## src/rtl/core/brd_pkg.sv

```systemverilog
`default_nettype none

package brd_pkg;

   // request kinds
   localparam logic [1:0] KIND_ADD   = 2'd0;
   localparam logic [1:0] KIND_READ  = 2'd1;
   localparam logic [1:0] KIND_WRITE = 2'd2;
   localparam logic [1:0] KIND_NONE  = 2'd3;

   // result status codes
   localparam logic [1:0] STATUS_OK       = 2'd0;
   localparam logic [1:0] STATUS_OVERLAP  = 2'd1;
   localparam logic [1:0] STATUS_FULL     = 2'd2;
   localparam logic [1:0] STATUS_UNMAPPED = 2'd3;

   // largest region, one full bus span
   localparam logic [16:0] SIZE_CAP = 17'h10000;

   // entries in the command queue between front and back
   localparam int QUEUE_DEPTH = 2;

   typedef enum logic [1:0] {
      OP_ADD,
      OP_READ,
      OP_WRITE,
      OP_NOP
   } op_type;

   typedef struct packed {
      logic [1:0]  kind;
      logic [15:0] address;
      logic [16:0] region_size;
      logic [7:0]  write_data;
   } req_type;

   typedef struct packed {
      logic [1:0]  status;
      logic [2:0]  region_index;
      logic [15:0] offset;
      logic        is_write;
      logic [7:0]  data_out;
   } rsp_type;

   // classified request handed from front to back
   typedef struct packed {
      op_type      op;
      logic [15:0] address;
      logic [16:0] region_end;
      logic [7:0]  write_data;
   } cmd_type;

   // queue handshake
   typedef struct packed {
      logic push;
      logic pop;
   } qctl_type;

   typedef struct packed {
      logic full;
      logic empty;
   } qstat_type;

endpackage

`default_nettype wire

```

## src/rtl/core/bus_region_decoder.sv

```systemverilog
`default_nettype none

// Address decoder for a 16-bit bus with a table of up to MAX_REGIONS regions,
// each a half-open range [base, base + size). Requests go in through a queue
// style port (push/full) and results come out the same way (pop/empty), one
// result per request, in order. An add request checks the new region against
// every region held and stores it at the next index when it overlaps nothing
// and the table has room; a read or write request returns the index of the
// highest-numbered region that holds the address and the offset from its base.
// Timing: the front side classifies each request in the cycle it is pushed and
// parks it in a two-entry command queue. The back side walks the region table
// one entry per cycle through a single registered read port, and goes straight
// to the result when the table is empty or the kind is unused. The finished
// result sits in an output register, so the back side keeps working while it
// waits to be popped.

module bus_region_decoder #(
   parameter int MAX_REGIONS = 8
) (
   input  wire                    clock,
   input  wire                    reset,
   // request side
   input  wire                    req_push,
   output logic                   req_full,
   input  wire  brd_pkg::req_type  req_data,
   // result side
   input  wire                    rsp_pop,
   output logic                   rsp_empty,
   output brd_pkg::rsp_type       rsp_data
);

   brd_pkg::cmd_type   front_cmd;   // classified request from the front
   brd_pkg::cmd_type   queue_cmd;   // oldest queued request for the back
   brd_pkg::qctl_type  queue_ctl;
   brd_pkg::qstat_type queue_stat;
   logic               back_pop;

   // front: size saturation, end computation, kind decode
   brd_front u_front (
      .req_data (req_data),
      .cmd      (front_cmd)
   );

   assign queue_ctl.push = req_push;
   assign queue_ctl.pop  = back_pop;
   assign req_full       = queue_stat.full;

   // short queue decoupling the two sides
   brd_queue u_queue (
      .clock  (clock),
      .reset  (reset),
      .ctl    (queue_ctl),
      .wr_cmd (front_cmd),
      .stat   (queue_stat),
      .rd_cmd (queue_cmd)
   );

   // back: table scan, add/lookup, result register
   brd_back #(
      .MAX_REGIONS (MAX_REGIONS)
   ) u_back (
      .clock     (clock),
      .reset     (reset),
      .q_cmd     (queue_cmd),
      .q_empty   (queue_stat.empty),
      .q_pop     (back_pop),
      .rsp_pop   (rsp_pop),
      .rsp_empty (rsp_empty),
      .rsp_data  (rsp_data)
   );

endmodule

`default_nettype wire

```

## src/rtl/core/brd_front.sv

```systemverilog
`default_nettype none

module brd_front (
   input  wire  brd_pkg::req_type req_data,
   output brd_pkg::cmd_type       cmd
);

   logic [16:0] size_sat;

   // oversize regions saturate to the full bus span
   assign size_sat = (req_data.region_size > brd_pkg::SIZE_CAP) ?
                     brd_pkg::SIZE_CAP : req_data.region_size;

   always_comb begin
      cmd.address    = req_data.address;
      cmd.write_data = req_data.write_data;
      // 17-bit end, cannot wrap
      cmd.region_end = {1'b0, req_data.address} + size_sat;
      unique case (req_data.kind)
         brd_pkg::KIND_ADD:   cmd.op = brd_pkg::OP_ADD;
         brd_pkg::KIND_READ:  cmd.op = brd_pkg::OP_READ;
         brd_pkg::KIND_WRITE: cmd.op = brd_pkg::OP_WRITE;
         default:             cmd.op = brd_pkg::OP_NOP;
      endcase
   end

endmodule

`default_nettype wire

```

## src/rtl/core/brd_queue.sv

```systemverilog
`default_nettype none

module brd_queue (
   input  wire                    clock,
   input  wire                    reset,
   input  wire  brd_pkg::qctl_type ctl,
   input  wire  brd_pkg::cmd_type  wr_cmd,
   output brd_pkg::qstat_type     stat,
   output brd_pkg::cmd_type       rd_cmd
);

   localparam int PW = (brd_pkg::QUEUE_DEPTH > 1) ? $clog2(brd_pkg::QUEUE_DEPTH) : 1;
   localparam int CW = $clog2(brd_pkg::QUEUE_DEPTH + 1);
   localparam logic [CW-1:0] DEPTH_COUNT = CW'(brd_pkg::QUEUE_DEPTH);
   localparam logic [PW-1:0] LAST_PTR    = PW'(brd_pkg::QUEUE_DEPTH - 1);

   brd_pkg::cmd_type entry_ff [brd_pkg::QUEUE_DEPTH];
   logic [PW-1:0]    wr_ptr_ff;
   logic [PW-1:0]    rd_ptr_ff;
   logic [CW-1:0]    count_ff;
   logic             do_push;
   logic             do_pop;

   assign stat.full  = (count_ff == DEPTH_COUNT);
   assign stat.empty = (count_ff == '0);
   assign do_push    = ctl.push && !stat.full;
   assign do_pop     = ctl.pop && !stat.empty;
   assign rd_cmd     = entry_ff[rd_ptr_ff];

   always_ff @(posedge clock) begin
      if (do_push) begin
         entry_ff[wr_ptr_ff] <= wr_cmd;
      end
   end

   always_ff @(posedge clock) begin
      if (reset) begin
         wr_ptr_ff <= '0;
         rd_ptr_ff <= '0;
         count_ff  <= '0;
      end else begin
         if (do_push) begin
            wr_ptr_ff <= (wr_ptr_ff == LAST_PTR) ? '0 : wr_ptr_ff + 1'b1;
         end
         if (do_pop) begin
            rd_ptr_ff <= (rd_ptr_ff == LAST_PTR) ? '0 : rd_ptr_ff + 1'b1;
         end
         if (do_push && !do_pop) begin
            count_ff <= count_ff + 1'b1;
         end else if (do_pop && !do_push) begin
            count_ff <= count_ff - 1'b1;
         end
      end
   end

   a_count_range: assert property (@(posedge clock) disable iff (reset)
      count_ff <= DEPTH_COUNT)
      else $error("queue count above depth");

   a_no_push_when_full: assert property (@(posedge clock) disable iff (reset)
      stat.full && !do_pop |=> stat.full)
      else $error("queue lost an entry while full");

   a_ptr_track: assert property (@(posedge clock) disable iff (reset)
      (count_ff == '0 || count_ff == DEPTH_COUNT) |-> wr_ptr_ff == rd_ptr_ff)
      else $error("queue pointers out of step");

endmodule

`default_nettype wire

```

## src/rtl/core/brd_back.sv

```systemverilog
`default_nettype none

module brd_back #(
   parameter int MAX_REGIONS = 8
) (
   input  wire                    clock,
   input  wire                    reset,
   input  wire  brd_pkg::cmd_type  q_cmd,
   input  wire                    q_empty,
   output logic                   q_pop,
   input  wire                    rsp_pop,
   output logic                   rsp_empty,
   output brd_pkg::rsp_type       rsp_data
);

   localparam int IW = (MAX_REGIONS > 1) ? $clog2(MAX_REGIONS) : 1;
   localparam int CW = $clog2(MAX_REGIONS + 1);
   localparam logic [CW-1:0] FULL_COUNT = CW'(MAX_REGIONS);

   typedef enum logic [1:0] {
      ST_IDLE,
      ST_SCAN,
      ST_LAST,
      ST_FINISH
   } state_type;

   state_type        state_ff;
   brd_pkg::cmd_type cur_ff;
   logic [CW-1:0]    count_ff;
   logic [IW-1:0]    idx_ff;
   logic [IW-1:0]    chk_idx_ff;
   logic             chk_ff;
   logic [32:0]      rd_ff;
   logic             overlap_ff;
   logic             found_ff;
   logic [IW-1:0]    hit_ff;
   logic [15:0]      hit_base_ff;
   logic             out_valid_ff;
   brd_pkg::rsp_type out_ff;

   // base in [32:17], end in [16:0]
   logic [32:0]      region_mem [MAX_REGIONS];

   logic [15:0]      rd_base;
   logic [16:0]      rd_end;
   logic             ovl_hit;
   logic             addr_hit;
   logic             overlap_in;
   logic             found_in;
   logic [IW-1:0]    hit_in;
   logic [15:0]      hit_base_in;
   logic             fire;
   logic             add_ok;
   logic             mem_we;
   brd_pkg::rsp_type rsp_in;

   assign rd_base  = rd_ff[32:17];
   assign rd_end   = rd_ff[16:0];
   // half-open intervals: touching is no overlap
   assign ovl_hit  = ({1'b0, cur_ff.address} < rd_end) &&
                     ({1'b0, rd_base} < cur_ff.region_end);
   assign addr_hit = (rd_base <= cur_ff.address) && ({1'b0, cur_ff.address} < rd_end);

   // a newly taken request clears the scan results;
   // later entries overwrite the hit: last match wins
   assign overlap_in  = !q_pop && (overlap_ff || (chk_ff && ovl_hit));
   assign found_in    = !q_pop && (found_ff || (chk_ff && addr_hit));
   assign hit_in      = q_pop ? '0 : (chk_ff && addr_hit) ? chk_idx_ff : hit_ff;
   assign hit_base_in = q_pop ? '0 : (chk_ff && addr_hit) ? rd_base : hit_base_ff;

   assign q_pop     = (state_ff == ST_IDLE) && !q_empty;
   assign fire      = (state_ff == ST_FINISH) && (!out_valid_ff || rsp_pop);
   assign mem_we    = fire && add_ok;
   assign rsp_empty = !out_valid_ff;
   assign rsp_data  = out_ff;

   always_comb begin
      rsp_in = '0;
      add_ok = 1'b0;
      unique case (cur_ff.op)
         brd_pkg::OP_ADD: begin
            if (overlap_ff) begin
               rsp_in.status = brd_pkg::STATUS_OVERLAP;
            end else if (count_ff == FULL_COUNT) begin
               rsp_in.status = brd_pkg::STATUS_FULL;
            end else begin
               rsp_in.status       = brd_pkg::STATUS_OK;
               rsp_in.region_index = 3'(count_ff);
               add_ok              = 1'b1;
            end
         end
         brd_pkg::OP_READ, brd_pkg::OP_WRITE: begin
            if (!found_ff) begin
               rsp_in.status = brd_pkg::STATUS_UNMAPPED;
            end else begin
               rsp_in.status       = brd_pkg::STATUS_OK;
               rsp_in.region_index = 3'(hit_ff);
               rsp_in.offset       = cur_ff.address - hit_base_ff;
               if (cur_ff.op == brd_pkg::OP_WRITE) begin
                  rsp_in.is_write = 1'b1;
                  rsp_in.data_out = cur_ff.write_data;
               end
            end
         end
         default: begin
            rsp_in.status = brd_pkg::STATUS_OK;
         end
      endcase
   end

   // region table, one write and one registered read a cycle
   always_ff @(posedge clock) begin
      if (mem_we) begin
         region_mem[count_ff[IW-1:0]] <= {cur_ff.address, cur_ff.region_end};
      end
      rd_ff <= region_mem[idx_ff];
   end

   always_ff @(posedge clock) begin
      if (reset) begin
         state_ff     <= ST_IDLE;
         count_ff     <= '0;
         idx_ff       <= '0;
         chk_ff       <= 1'b0;
         out_valid_ff <= 1'b0;
      end else begin
         overlap_ff  <= overlap_in;
         found_ff    <= found_in;
         hit_ff      <= hit_in;
         hit_base_ff <= hit_base_in;
         // table data for the entry addressed now arrives next cycle
         chk_ff      <= (state_ff == ST_SCAN);
         if (fire) begin
            out_valid_ff <= 1'b1;
            out_ff       <= rsp_in;
         end else if (rsp_pop) begin
            out_valid_ff <= 1'b0;
         end
         if (mem_we) begin
            count_ff <= count_ff + 1'b1;
         end
         unique case (state_ff)
            ST_IDLE: begin
               if (!q_empty) begin
                  cur_ff <= q_cmd;
                  idx_ff <= '0;
                  if (count_ff == '0 || q_cmd.op == brd_pkg::OP_NOP) begin
                     state_ff <= ST_FINISH;
                  end else begin
                     state_ff <= ST_SCAN;
                  end
               end
            end
            ST_SCAN: begin
               chk_idx_ff <= idx_ff;
               if (idx_ff == IW'(count_ff - 1'b1)) begin
                  state_ff <= ST_LAST;
               end else begin
                  idx_ff <= idx_ff + 1'b1;
               end
            end
            ST_LAST: begin
               state_ff <= ST_FINISH;
            end
            ST_FINISH: begin
               if (fire) begin
                  state_ff <= ST_IDLE;
               end
            end
            default: begin
               state_ff <= ST_IDLE;
            end
         endcase
      end
   end

   a_count_max: assert property (@(posedge clock) disable iff (reset)
      count_ff <= FULL_COUNT)
      else $error("region count above table size");

   a_read_written: assert property (@(posedge clock) disable iff (reset)
      chk_ff |-> {1'b0, chk_idx_ff} < (IW + 1)'(count_ff))
      else $error("table entry checked beyond region count");

   a_count_step: assert property (@(posedge clock) disable iff (reset)
      !$past(reset) && count_ff != $past(count_ff) |->
         count_ff == $past(count_ff) + 1'b1)
      else $error("region count moved by other than one");

   a_reject_clean: assert property (@(posedge clock) disable iff (reset)
      out_valid_ff && out_ff.status != brd_pkg::STATUS_OK |->
         out_ff.region_index == '0 && out_ff.offset == '0 && !out_ff.is_write)
      else $error("rejected result carries payload");

endmodule

`default_nettype wire

```

## config.mk

```make
export PLATFORM = sky130hd
export DESIGN_NAME = bus_region_decoder
export DESIGN_NICKNAME = d
export VERILOG_FILES = /design/src/rtl/core/brd_pkg.sv /design/src/rtl/core/bus_region_decoder.sv /design/src/rtl/core/brd_front.sv /design/src/rtl/core/brd_queue.sv /design/src/rtl/core/brd_back.sv
export SDC_FILE = /design/constraint.sdc
export NUM_CORES = 1
export LEC_CHECK = 0
export BUFFER_PORTS_ARGS = -buffer_cell sky130_fd_sc_hd__buf_2
export CORE_ASPECT_RATIO = 1.75
export CORE_UTILIZATION = 25
export DETAILED_ROUTE_END_ITERATION = 10
export PLACE_DENSITY = 0.36
export SETUP_SLACK_MARGIN = 0.2
export SYNTH_ARGS = -nofsm -noshare
export SYNTH_HDL_FRONTEND = slang
export SYNTH_SLANG_ARGS = --single-unit
```

## constraint.sdc

```tcl
create_clock -name clock -period 9.7 [get_ports clock]
set_input_delay 0.97 -clock clock [delete_from_list [all_inputs] [get_ports clock]]
set_output_delay 0.97 -clock clock [all_outputs]
set_load 0.005 [all_outputs]
```

* After elaboration in Yosys (flattened, before gate mapping)
Memory sizes are Yosys's and may differ from the RTL's. A register that Yosys moved wholly into a read port is not among the register bits.
Index checks and enable logic that the tools add are counted.
** Operators by class
- Muxes and demuxes :: 36
- $add $sub $neg :: 9
- Reduce and logical (&&, ||, !) cells :: 41
- Bitwise operators :: 2
- Magnitude comparators :: 4
- Eq/ne operators :: 15
** Operators by type and width (number)
- < comparator 16 x 17 -> 1 bit :: 2
- two-way mux 28 bit :: 1
- two-way mux 2 bit :: 9
- adder 16 x 17 -> 17 bit :: 1
- greater-than comparator 17 bit (second input constant) :: 1
- two-way mux 17 bit :: 1
- <= comparator 16 bit :: 1
- two-way mux 16 bit :: 1
- subtractor 16 bit :: 1
- two-way mux 3 bit :: 5
- logical AND 1 bit :: 13
- two-way mux 1 bit :: 13
- equality test 2 bit (second input constant) :: 6
- case mux 3 bit (2 select lines) :: 2
- AND reduction 3 bit :: 4
- two-way mux 9 bit :: 1
- zero test 2 bit :: 4
- case mux 2 bit (4 select lines) :: 1
- AND reduction 2 bit :: 4
- nonzero test 2 bit :: 4
- equality test 2 x 1 -> 1 bit (second input constant) :: 3
- zero test 1 bit :: 6
- != test 2 bit (second input constant) :: 3
- case mux 2 bit (3 select lines) :: 1
- 14 further kinds :: 19
** Word-level totals
- Word-level logic and storage cells :: 131
- RAM bits :: 350
- Memories :: 2
- Flip-flop bits (word level) :: 112
** Memories
- u_back.region_mem :: depth 8, width 33, read ports 1, clocked after Yosys merged registers in 1, write ports 1, line brd_back.sv:42 : logic [32:0] region_mem [MAX_REGIONS];
- u_queue.entry_ff :: depth 2, width 43, read ports 1, clocked after Yosys merged registers in 1, write ports 1, line brd_queue.sv:17 : brd_pkg::cmd_type entry_ff [brd_pkg::QUEUE_DEPTH];

* Depth between registers and ports, before layout
Gate-level depths: netlist of the first run.
- Depth in word-level cells :: 7
- Depth in mapped cells :: 11
- Mapped depth without buffers :: 10

* By module
A second synthesis of the first run with hierarchy kept.
** Second synthesis, totals
- Cells, all modules :: 1267
- Area total of the unflattened synthesis :: 20962.6 µm²
** Modules (own cells, without submodules)
- brd_back :: cells each 963, times used 1, area each 16580.9 µm²
- brd_queue :: cells each 159, times used 1, area each 3309.4 µm²
- brd_front :: cells each 145, times used 1, area each 1072.3 µm²

* Worst setup path before layout of the first run
No wires, ideal clock.
- Kind :: input to register
- From :: input rsp_pop
- To :: memory u_back.region_mem[0][0], enable pin
- Path buffers :: 0
- Arrival :: 3.840 ns
- Data required time :: 9.236 ns
- Path slack :: 5.396 ns
- Library setup time :: 0.464 ns
- Stages on the path :: 4
- Cells stage by stage :: nor2b_1 > a2111oi_4 > nand2_1 > nor3_1
** On the way
- Word-level cells in the longest chain between the ends :: 5
** RTL lines
- start: declaration :: line bus_region_decoder.sv:27 : input wire rsp_pop,
- logical OR 1 bit :: line brd_back.sv:72 : assign fire = (state_ff == ST_FINISH) && (!out_valid_ff || rsp_pop);
- logical AND 1 bit :: line brd_back.sv:72
- logical AND 1 bit :: line brd_back.sv:73 : assign mem_we = fire && add_ok;
- two-way mux 1 bit :: line brd_back.sv:113 : if (mem_we) begin
- two-way mux 1 bit (not written as such) :: line brd_back.sv:114 : region_mem[count_ff[IW-1:0]] <= {cur_ff.address, cur_ff.region_end};
- end: declaration :: line brd_back.sv:42
No other way between the ends.

* Final worst setup path of the first run
- From :: register u_back.cur_ff[33] (netlist bit)
- To :: register u_back.hit_ff[1], enable pin
** On the way
- Word-level cells in the longest chain between the ends :: 5
- Elaborated cells between the ends (all ways) :: 6
** RTL lines
- start: declaration :: line brd_back.sv:28 : brd_pkg::cmd_type cur_ff;
- start signal: assignment :: line brd_back.sv:145 : cur_ff <= q_cmd;
- < comparator 16 x 17 -> 1 bit / <= comparator 16 bit (equally long branches) :: line brd_back.sv:62 : assign addr_hit = (rd_base <= cur_ff.address) && ({1'b0, cur_ff.address} < rd_end);
- logical AND 1 bit * :: line brd_back.sv:62
- logical AND 1 bit * :: line brd_back.sv:68 : assign hit_in = q_pop ? '0 : (chk_ff && addr_hit) ? chk_idx_ff : hit_ff;
- nonzero test 2 bit (no line) *
- AND reduction 2 bit (no line) *
- end signal: assignment :: line brd_back.sv:129 : hit_ff <= hit_in;
- end: declaration :: line brd_back.sv:36 : logic [IW-1:0] hit_ff;
Mark *: on every way between the ends. The rest lies on a longest branch, timed or not.
A chain may end at the register's enable or synchronous reset.

==> impl_summary.log, run 1 <==
INFO  metric outcome = finished with violations
INFO  metric failed_checks = DRC
INFO  metric ys_ff_latch = 496
INFO  metric synth_fp_nets = 1377
INFO  metric setup_viol_count_final = 0
INFO  metric initialDrtViolationCount = between 400 and 500
INFO  metric final_layout_size_suffix_gt1_share = between 20% and 30%
INFO  metric floorplan.initialDensity = 25.3%
INFO  metric syn_area = 20700 sq um
INFO  metric globalRoute.busiestLayer = met2
INFO  metric critical_path.max_stage_delay = 0.95 ns
INFO  metric final_core_util = a little under 30%
INFO  metric detail_route.wl_per_cell = 20.6 um
INFO  metric floorplan.io_pins = 79
INFO  metric clk_root_buffer_cell = sky130_fd_sc_hd__clkbuf_16
INFO  metric final_antenna_net_count = 0
INFO  metric use_met2 = 22.7%
INFO  metric count_of_unresolved_drc_violations_after_routing = 8
INFO  metric die_height = between 300 and 400 um
INFO  metric worstSetupPathType = flip-flop to flip-flop
INFO  metric power.ir.vdd_worst = roughly 0.14 mV
INFO  metric maxClockFrequency = between 200 and 300 MHz
INFO  metric insertion_delay = just over 0.6 ns
INFO  metric cts-buffers-inserted = 48
INFO  metric cts.repair_timing.setup_buffer_count = 0
INFO  metric grt_setup_unrepaired = no
INFO  metric critical-path-top-delay-family = compound AO/OA/AOI/OAI gates
INFO  metric cp_data_arrival_time = 3.80 ns
INFO  metric detailedRoute.firstPassIterationCount = 7
INFO  metric netlist_instances = 1238
INFO  metric cellLeakagePower = 0.00832 uW
INFO  metric track_usage = 12.3%
INFO  metric die_width = 220 um
INFO  metric ys_types = 67
INFO  metric grt_first_pass_wirelength = 74900 um
INFO  metric core_area = 82100 sq um
INFO  metric layout_setup_ws = 6.11 ns
INFO  metric htree_levels = 2
INFO  metric grt_util_met3 = 1.72%
INFO  metric period_needed = 3.59 ns
INFO  metric commonest_non_fill_non_tap_cell_in_the_layout = sky130_fd_sc_hd__edfxtp_1
INFO  metric dr_total_vias = 10600
INFO  metric clock-sinks = 496
INFO  metric gp_congestion = 0.739
INFO  metric total_nets_final = 1481
INFO  metric setup_total_negative_slack = 0 ns
INFO  metric final.period_utilization = between 30% and 40%
INFO  metric ratio_of_total_power_to_cell_area = 238 nW/um^2
INFO  metric cp.buffers_inverters = 0
INFO  metric clkTransAtPathRegs = ~0.06 ns
INFO  metric grtUsageMet1 = 14.3%
INFO  metric totalWireLength = around 50000 um
INFO  metric cts_hold_buffers = 0
INFO  metric diode_count = 0
INFO  metric critical_path_required = 9.90 ns
INFO  metric first_global_vias = 11400
INFO  metric worst_slew_pin_slew = about 1.2 ns
INFO  metric timing.critical_path.slowest_stage_cell = sky130_fd_sc_hd__o22ai_2
INFO  metric hold_class = flip-flop to flip-flop
INFO  metric syn_to_final_growth = 16.1%
INFO  metric path_max_fanout = 19
INFO  metric clock_skew = between 0.02 and 0.025 ns
INFO  metric detailedPlacementHpwl = 31300 um
INFO  metric pin_count_of_the_biggest_net_entering_global_routing = 45
INFO  metric detailedPlace.worstSlack = between 5 and 6 ns
INFO  metric cap_viol_max_count = 0
INFO  metric holdCritStartpoint = u_queue.rd_ptr_ff$_SDFFE_PP0P_
INFO  metric worst_slew_margin_rel = 23.3%
INFO  metric cp-start-kind = flip-flop
INFO  metric io_buffer_count = 78
INFO  metric synth_edf_count = 447
INFO  metric number_of_rows_in_the_core_area = approximately 140
INFO  metric cts_tree = done
INFO  metric post_drt_via_cell_ratio = 4.33
INFO  metric worstSetupEndpointType = flip-flop
INFO  metric antenna_violations_before_repair = 0
INFO  metric ys_seq_area_share = 69.4%
INFO  metric yosysWarnings = 0
INFO  metric timing_max_transition_violations_final = 0
INFO  metric final_cell_mix = sky130_fd_sc_hd__edfxtp_1 (447), sky130_fd_sc_hd__ha_1 (90), sky130_fd_sc_hd__inv_1 (85)
INFO  metric clockBufferDepth = 3
INFO  metric synthesis.area_per_instance = ~17 sq um
INFO  metric final_hold_viol_count = 0
INFO  metric crit_chain = ha_1, a21oi_1, o21ai_0, a221o_1, a21oi_1, o21ai_0, o22ai_2
INFO  metric synth_flop_cell = sky130_fd_sc_hd__edfxtp_1
INFO  metric timing.rr.start = u_back.cur_ff[33]$_DFFE_PP_
INFO  metric grt_overflow_total = 0
INFO  metric timing.critical_path.from = u_back.cur_ff[33]$_DFFE_PP_
INFO  metric cts_resizes = 0
INFO  metric asyncSetResetFlopFracSynth = 0%
INFO  metric die-area = between 80000 and 90000 sq um
==> final cells by class <==
type | instances | area (sq um)
Clock buffer | 71 | 1370
Fill cell | 8236 | 58000
Inverter | 85 | 319
Timing Repair Buffer | 94 | 510
Multi-Input combinational cell | 617 | 5930
Sequential cell | 496 | 14400
Tap cell | 1057 | 1320
Clock inverter | 18 | 210
==> metal layers <==
metal,part of all wire [%],vias to the layer above
li1,-,4954
met1,41,5405
met2,54,145
met3,3.0,54
met4,2.2,0
met5,0,-
==> kinds of logic (layout without fill, tap and decap cells) <==
logic type | count (synthesis) | count (layout) | synth area share (%)
adder cells (fa/ha/maj) | 92 | 92 | 5.62
flip-flops | 496 | 496 | 69.4
XOR/XNOR | 33 | 33 | 1.39
AO/OA/AOI/OAI | 138 | 138 | 4.49
multiplexers | 144 | 144 | 11.4
buffers and inverters | 125 | 268 | 2.40
AND/OR/NAND/NOR | 210 | 210 | 5.27
==> power breakdown <==
group,internal (uW),total (uW),switching [uW]
logic,452,1020,567
registers,2620,2800,179
clock network,1090,1910,819
total,4160,5720,1560
==> cell usage after synthesis (2+ instances only) <==
| cell type | number | area [sq um] |
|---|---|---|
| sky130_fd_sc_hd__nand4_1 | 9 | 56.3 |
| sky130_fd_sc_hd__a22oi_1 | 3 | 22.5 |
| sky130_fd_sc_hd__o211ai_1 | 4 | 30.0 |
| sky130_fd_sc_hd__fa_1 | 2 | 40.0 |
| sky130_fd_sc_hd__nand2_1 | 40 | 150 |
| sky130_fd_sc_hd__xnor2_1 | 15 | 131 |
| sky130_fd_sc_hd__nand2b_1 | 10 | 62.6 |
| sky130_fd_sc_hd__buf_2 | 8 | 40.0 |
| sky130_fd_sc_hd__a211oi_1 | 4 | 30.0 |
| sky130_fd_sc_hd__xor2_1 | 18 | 158 |
| sky130_fd_sc_hd__nor3b_1 | 2 | 15.0 |
| sky130_fd_sc_hd__a211o_1 | 3 | 26.3 |
| sky130_fd_sc_hd__clkbuf_1 | 26 | 97.6 |
| sky130_fd_sc_hd__or2_2 | 2 | 12.5 |
| sky130_fd_sc_hd__mux2_2 | 76 | 856 |
| sky130_fd_sc_hd__nor3_1 | 17 | 85.1 |
| sky130_fd_sc_hd__dfxtp_1 | 49 | 981 |
| sky130_fd_sc_hd__nor4_1 | 5 | 31.3 |
| sky130_fd_sc_hd__mux2i_1 | 2 | 20.0 |
| sky130_fd_sc_hd__a21o_1 | 14 | 105 |
| sky130_fd_sc_hd__o21ai_0 | 26 | 130 |
| sky130_fd_sc_hd__buf_4 | 3 | 22.5 |
| sky130_fd_sc_hd__edfxtp_1 | 447 | 13400 |
| sky130_fd_sc_hd__o2111ai_1 | 2 | 17.5 |
| sky130_fd_sc_hd__nor2b_1 | 24 | 150 |
| sky130_fd_sc_hd__and3_1 | 11 | 68.8 |
| sky130_fd_sc_hd__o21a_1 | 6 | 45.0 |
| sky130_fd_sc_hd__mux4_2 | 66 | 1490 |
| sky130_fd_sc_hd__o311ai_0 | 3 | 26.3 |
| sky130_fd_sc_hd__nand3_1 | 6 | 30.0 |
| sky130_fd_sc_hd__a31oi_1 | 3 | 18.8 |
| sky130_fd_sc_hd__and2_1 | 23 | 144 |
| sky130_fd_sc_hd__ha_1 | 90 | 1130 |
| sky130_fd_sc_hd__buf_1 | 2 | 7.51 |
| sky130_fd_sc_hd__a41oi_1 | 5 | 43.8 |
| sky130_fd_sc_hd__inv_1 | 85 | 319 |
| sky130_fd_sc_hd__a21oi_1 | 48 | 240 |
| sky130_fd_sc_hd__and4_1 | 2 | 17.5 |
| sky130_fd_sc_hd__nor2_1 | 49 | 184 |
==> registers in the layout, indices dropped and copies added, names as in the netlist, 2 cells and up, named ones only <==
signal              count
u_back.rd_ff           33
u_queue.entry_ff       86
u_back.state_ff         2
u_back.region_mem     264
u_back.hit_base_ff     16
u_back.idx_ff           3
u_back.rsp_data        30
u_back.count_ff         4
u_back.cur_ff          43
u_back.chk_idx_ff       3
u_queue.count_ff        2
u_back.hit_ff           3
==> worst reg2reg max path, stage by stage (launching register included) <==
cell and delay [ns]:
sky130_fd_sc_hd__edfxtp_1 0.60, sky130_fd_sc_hd__ha_1 0.41, sky130_fd_sc_hd__a21oi_1 0.14, sky130_fd_sc_hd__o21ai_0 0.21, sky130_fd_sc_hd__a221o_1 0.40, sky130_fd_sc_hd__a21oi_1 0.18, sky130_fd_sc_hd__o21ai_0 0.30, sky130_fd_sc_hd__o22ai_2 0.96
==> worst paths after layout <==
| path | endpoint | slack, ns | depth (start not counted) |
|---|---|---|---|
| setup / recovery | u_back.hit_ff[1]$_SDFFCE_PP0P_ | 6.11 | 7 |
| hold / removal | u_queue.rd_ptr_ff$_SDFFE_PP0P_ | 0.51 | 2 |
| setup reg to reg | u_back.hit_ff[1]$_SDFFCE_PP0P_ | 6.11 | 7 |
| hold reg to reg | u_queue.rd_ptr_ff$_SDFFE_PP0P_ | 0.51 | 2 |
==> metrics by stage <==
step | std cells | instance area, sq um | hold slack [ns] | power, uW
after detailed placement | 2349 | 22500 | 0.496 | 3900
after CTS | 2438 | 24100 | 0.499 | 5860
after global routing | 2438 | 24100 | 0.515 | 6040
final | 2438 | 24100 | 0.514 | 5720
after floorplan | 1238 | 20700 | 0.406 | 3510
after global placement | 2349 | 22500 | 0.488 | 3900
Note: power is estimated with default switching activity, not from simulation.
==> run 2: changes to the inputs <==
ABC_AREA = 1   (was not set)
PLACE_DENSITY = 0.37   (was 0.36)
clock period = 3.19 ns   (was 9.7 ns; I/O delays follow)
==> run 2 against run 1 <==
Net effect: the flow now finishes without violations; count of clock-buffer cells in the layout down 10; clock skew down 0.0078 ns; via count up 26%; synthesized cell count up 45%; area after synthesis up 2.5%; flip-flop and latch count unchanged; cell count up 25%; critical path depth up 4; wire length up 13%; critical path type unchanged; critical endpoint is now u_back.hit_base_ff[4]$_SDFFCE_PP0P_; largest power group unchanged.
==> impl_summary.log, run 2 <==
INFO  metric die-area = 86300 sq um (+2.5%)
INFO  metric clkTransAtPathRegs = 0.06 ns (about the same)
INFO  metric hold_class = input pin to flip-flop
INFO  metric count_of_unresolved_drc_violations_after_routing = 0 (-8)
INFO  metric cellLeakagePower = 0.00945 uW (+14%)
INFO  metric ys_seq_area_share = 67.7% (-1.7 points)
INFO  metric setup_total_negative_slack = 0 ns (unchanged)
INFO  metric cellInternalPower = 13200 uW (+220%)
INFO  metric ys_ff_latch = 496 (unchanged)
INFO  metric timing.critical_path.slowest_stage_cell = sky130_fd_sc_hd__edfxtp_1
INFO  metric floorplan.initialDensity = 25.2% (-0.046 points)
INFO  metric timing_max_transition_violations_final = 0 (unchanged)
INFO  metric syn_to_final_growth = 18.3%
INFO  metric detail_route.wl_per_cell = 18.7 um (-9.1%)
INFO  metric critical-path-top-delay-family = flip-flops
INFO  metric detailedPlacementHpwl = 35400 um (+13%)
INFO  metric critical_path_required = 3.50 ns (-6.40 ns)
INFO  metric grt_first_pass_wirelength = 86100 um (+15%)
INFO  metric syn_area = 21300 sq um (+2.5%)
INFO  metric cts.repair_timing.setup_buffer_count = 0 (unchanged)
INFO  metric final_cell_mix = sky130_fd_sc_hd__edfxtp_1 (447), sky130_fd_sc_hd__nor2_1 (324), sky130_fd_sc_hd__inv_1 (186)
INFO  metric yosysWarnings = 0 (unchanged)
INFO  metric final_design_area_no_fill = 25200 sq um (+4.5%)
INFO  metric cp.buffers_inverters = 2 (+2)
INFO  metric crit_chain = ha_1, nand2_1, inv_1, nand2_1, nand2_1, a21oi_1, nand3_1, nor2_1, nand2_1, a21oi_2, buf_12
INFO  metric yosys.cell_count.top_type = sky130_fd_sc_hd__edfxtp_1
INFO  metric postPlaceCellArea = 23300 sq um (+3.4%)
INFO  metric maxClockFrequency = 365 MHz (+31%)
INFO  metric synth_fp_nets = 1935 (+41%)
INFO  metric cts-buffers-inserted = 49 (+2.1%)
INFO  metric final_hold_viol_count = 0 (unchanged)
INFO  metric worst_slew_margin_rel = 49.1% (+26 points)
INFO  metric insertion_delay = 0.61 ns (about the same)
INFO  metric synth_flop_cell = sky130_fd_sc_hd__edfxtp_1
INFO  metric detailedRoute.firstPassIterationCount = 4 (-3)
INFO  metric post_synth_most_frequent_cells = sky130_fd_sc_hd__edfxtp_1 (447), sky130_fd_sc_hd__nor2_1 (332), sky130_fd_sc_hd__inv_1 (187)
INFO  metric power.ir.vdd_worst = 0.435 mV (+220%)
INFO  metric power.combinational.fraction = 23.5% (+5.7 points)
INFO  metric largest_register_ff_count = 264 (unchanged)
INFO  metric netlist_instances = 1796 (+45%)
INFO  metric r2r_setup_slack = 0.45 ns (-5.66 ns)
INFO  metric outcome = finished clean
INFO  metric asyncSetResetFlopFracSynth = 0% (unchanged)
INFO  metric totalWireLength = 56900 um (+13%)
INFO  metric number_of_rows_in_the_core_area = 141 (+1.4%)
INFO  metric power.clock.fraction = 31.1% (-2.2 points)
INFO  metric diode_count = 0 (unchanged)
INFO  metric synth_edf_count = 447 (unchanged)
INFO  metric critical_path.max_stage_delay = 0.68 ns (-0.27 ns)
INFO  metric track_usage = 13.3% (+1.1 points)
INFO  metric cap_viol_max_count = 0 (unchanged)
INFO  metric clock_skew = 0.0153 ns (-0.00776 ns)
INFO  metric antenna_violations_before_repair = 1 (+1)
INFO  metric dr_total_vias = 13300 (+26%)
INFO  metric htree_levels = 2 (unchanged)
INFO  metric period_needed = 2.74 ns (-0.853 ns)
INFO  metric floorplan.io_pins = 79 (unchanged)
INFO  metric final_antenna_net_count = 0 (unchanged)
INFO  metric sw_frac_of_total = 31.5% (+4.2 points)
INFO  metric gp_congestion = 0.791 (+7.0%)
INFO  metric cts_tree = done
INFO  metric grt_setup_unrepaired = no
INFO  metric clk_root_buffer_cell = sky130_fd_sc_hd__clkbuf_16
INFO  metric synth_top_area_share = 63.1% (-1.6 points)
INFO  metric path_max_fanout = 16 (-3)
INFO  metric cp_data_arrival_time = 3.05 ns (-0.75 ns)
INFO  metric synthesis.area_per_instance = 11.8 sq um (-29%)
INFO  metric initialDrtViolationCount = 782 (+81%)
INFO  metric critical_path.most_common_cell = sky130_fd_sc_hd__nand2_1
INFO  metric worstSetupPathType = flip-flop to flip-flop
INFO  metric post_drt_via_cell_ratio = 4.36 (+0.67%)
INFO  metric clockBufferDepth = 3 (unchanged)
INFO  metric switching_power = 6080 uW (+290%)
INFO  metric worstSetupEndpointType = flip-flop
INFO  metric die_width = 222 um (+1.3%)
INFO  metric core_area = 84300 sq um (+2.7%)
INFO  metric total_nets_final = 2066 (+40%)
INFO  metric grt_overflow_total = 0 (unchanged)
INFO  metric clock-sinks = 496 (unchanged)
INFO  metric die_height = 388 um (+1.3%)
INFO  metric final.period_utilization = 85.9% (+49 points)
INFO  metric pin_count_of_the_biggest_net_entering_global_routing = 90 (+100%)
INFO  metric ys_types = 45 (-33%)
INFO  metric final_layout_size_suffix_gt1_share = 13.9% (-9.9 points)
INFO  metric yosys.area.top_type = sky130_fd_sc_hd__edfxtp_1
INFO  metric first_global_vias = 13700 (+20%)
INFO  metric ratio_of_total_power_to_cell_area = 767 nW/um^2 (+220%)
INFO  metric netlist_top_cells_area = sky130_fd_sc_hd__edfxtp_1 (63%), sky130_fd_sc_hd__nor2_1 (5.9%), sky130_fd_sc_hd__ha_1 (5.3%), sky130_fd_sc_hd__dfxtp_1 (4.6%), sky130_fd_sc_hd__inv_1 (3.3%)
INFO  metric setup_viol_count_final = 0 (unchanged)
INFO  metric worst_slew_pin_slew = 0.762 ns (-0.388 ns)
INFO  metric io_buffer_count = 78 (unchanged)
INFO  metric commonest_non_fill_non_tap_cell_in_the_layout = sky130_fd_sc_hd__edfxtp_1
INFO  metric cp-start-kind = flip-flop
INFO  metric filler_cell_count = 8625 (+4.7%)
INFO  metric seq_power_share = 45.4% (-3.5 points)
-- run 2: cell count changes after synthesis, sizes merged, moves of 33 or more --
cell	delta
a31oi	+33
mux2	-35
nand2	+133
inv	+105
nor2	+285
mux4	-66
o21ai	+140
-- run 2: path summary, 6_finish.rpt --
path	from	to	cells past startpoint
hold reg to reg	u_queue.rd_ptr_ff$_SDFFE_PP0P_	u_queue.rd_ptr_ff$_SDFFE_PP0P_	1
setup / recovery	u_back.cur_ff[37]$_DFFE_PP_	u_back.hit_base_ff[4]$_SDFFCE_PP0P_	11
hold / removal	req_data[24]	u_queue.entry_ff[0][24]$_DFFE_PP_	3
setup reg to reg	u_back.cur_ff[37]$_DFFE_PP_	u_back.hit_base_ff[4]$_SDFFCE_PP0P_	11
-- run 2: timing repair --
action / CTS / global route
hold endpoints to repair: 52 / 0
hold buffers: 26 / 0
gates resized for setup: 0 / 0
-- run 2: cell type report --
class | count | area [sq um] | area share [%]
Timing Repair Buffer | 143 | 1120 | 4.45
Clock inverter | 31 | 352 | 1.40
Tap cell | 1072 | 1340 | 5.33
Multi-Input combinational cell | 1045 | 5930 | 23.6
Sequential cell | 496 | 14400 | 57.3
Clock buffer | 61 | 1280 | 5.09
Inverter | 192 | 722 | 2.87
-- run 2: per-layer routing --
metal,up-vias,global-route usage [%],routed length (um)
met3,77,1.70,1620
met4,0,4.28,1390
li1,6517,-,-
met5,-,0,0
met2,199,25.2,30500
met1,6460,15.3,23400
-- run 2: tightest hold or removal path, delay by kind of cell --
kind          cells  cell delay [ns]
buf+inv           1             0.10
simple gates      2             0.16
-- run 2: cells by family (layout without fill, tap and decap cells) --
family          count (synthesis)  after routing  share of synthesized area (%)
compound gates                329            329                           8.51
simple gates                  568            568                           10.7
mux                            41             41                           2.17
fa+ha+maj                      92             92                           5.48
xor+xnor                       15             15                          0.618
buf+inv                       255            427                           4.79
flops                         496            496                           67.7
-- run 2: power groups by stage --
stage | clock (uW) | sequential (uW) | combinational (uW)
2_1_floorplan | 0 | 8590 | 3150
3_3_place_gp | 0 | 8910 | 4600
3_5_place_dp | 0 | 8920 | 4630
4_1_cts | 6210 | 8780 | 4680
5_1_grt | 6410 | 8840 | 5210
6_report | 6000 | 8750 | 4540
-- run 2: stage by stage --
step           cells  utilization, %  setup slack, ns  power (uW)  hold slack, ns
3_3_place_gp    2922            27.6            0.250       13500           0.437
6_report        3040            29.8            0.449       19300          0.0812
3_5_place_dp    2922            27.6            0.211       13500           0.445
5_1_grt         3040            29.8            0.249       20500          0.0750
2_1_floorplan   1796               -           -0.651       11700           0.418
4_1_cts         3040            29.8            0.396       19700          0.0360
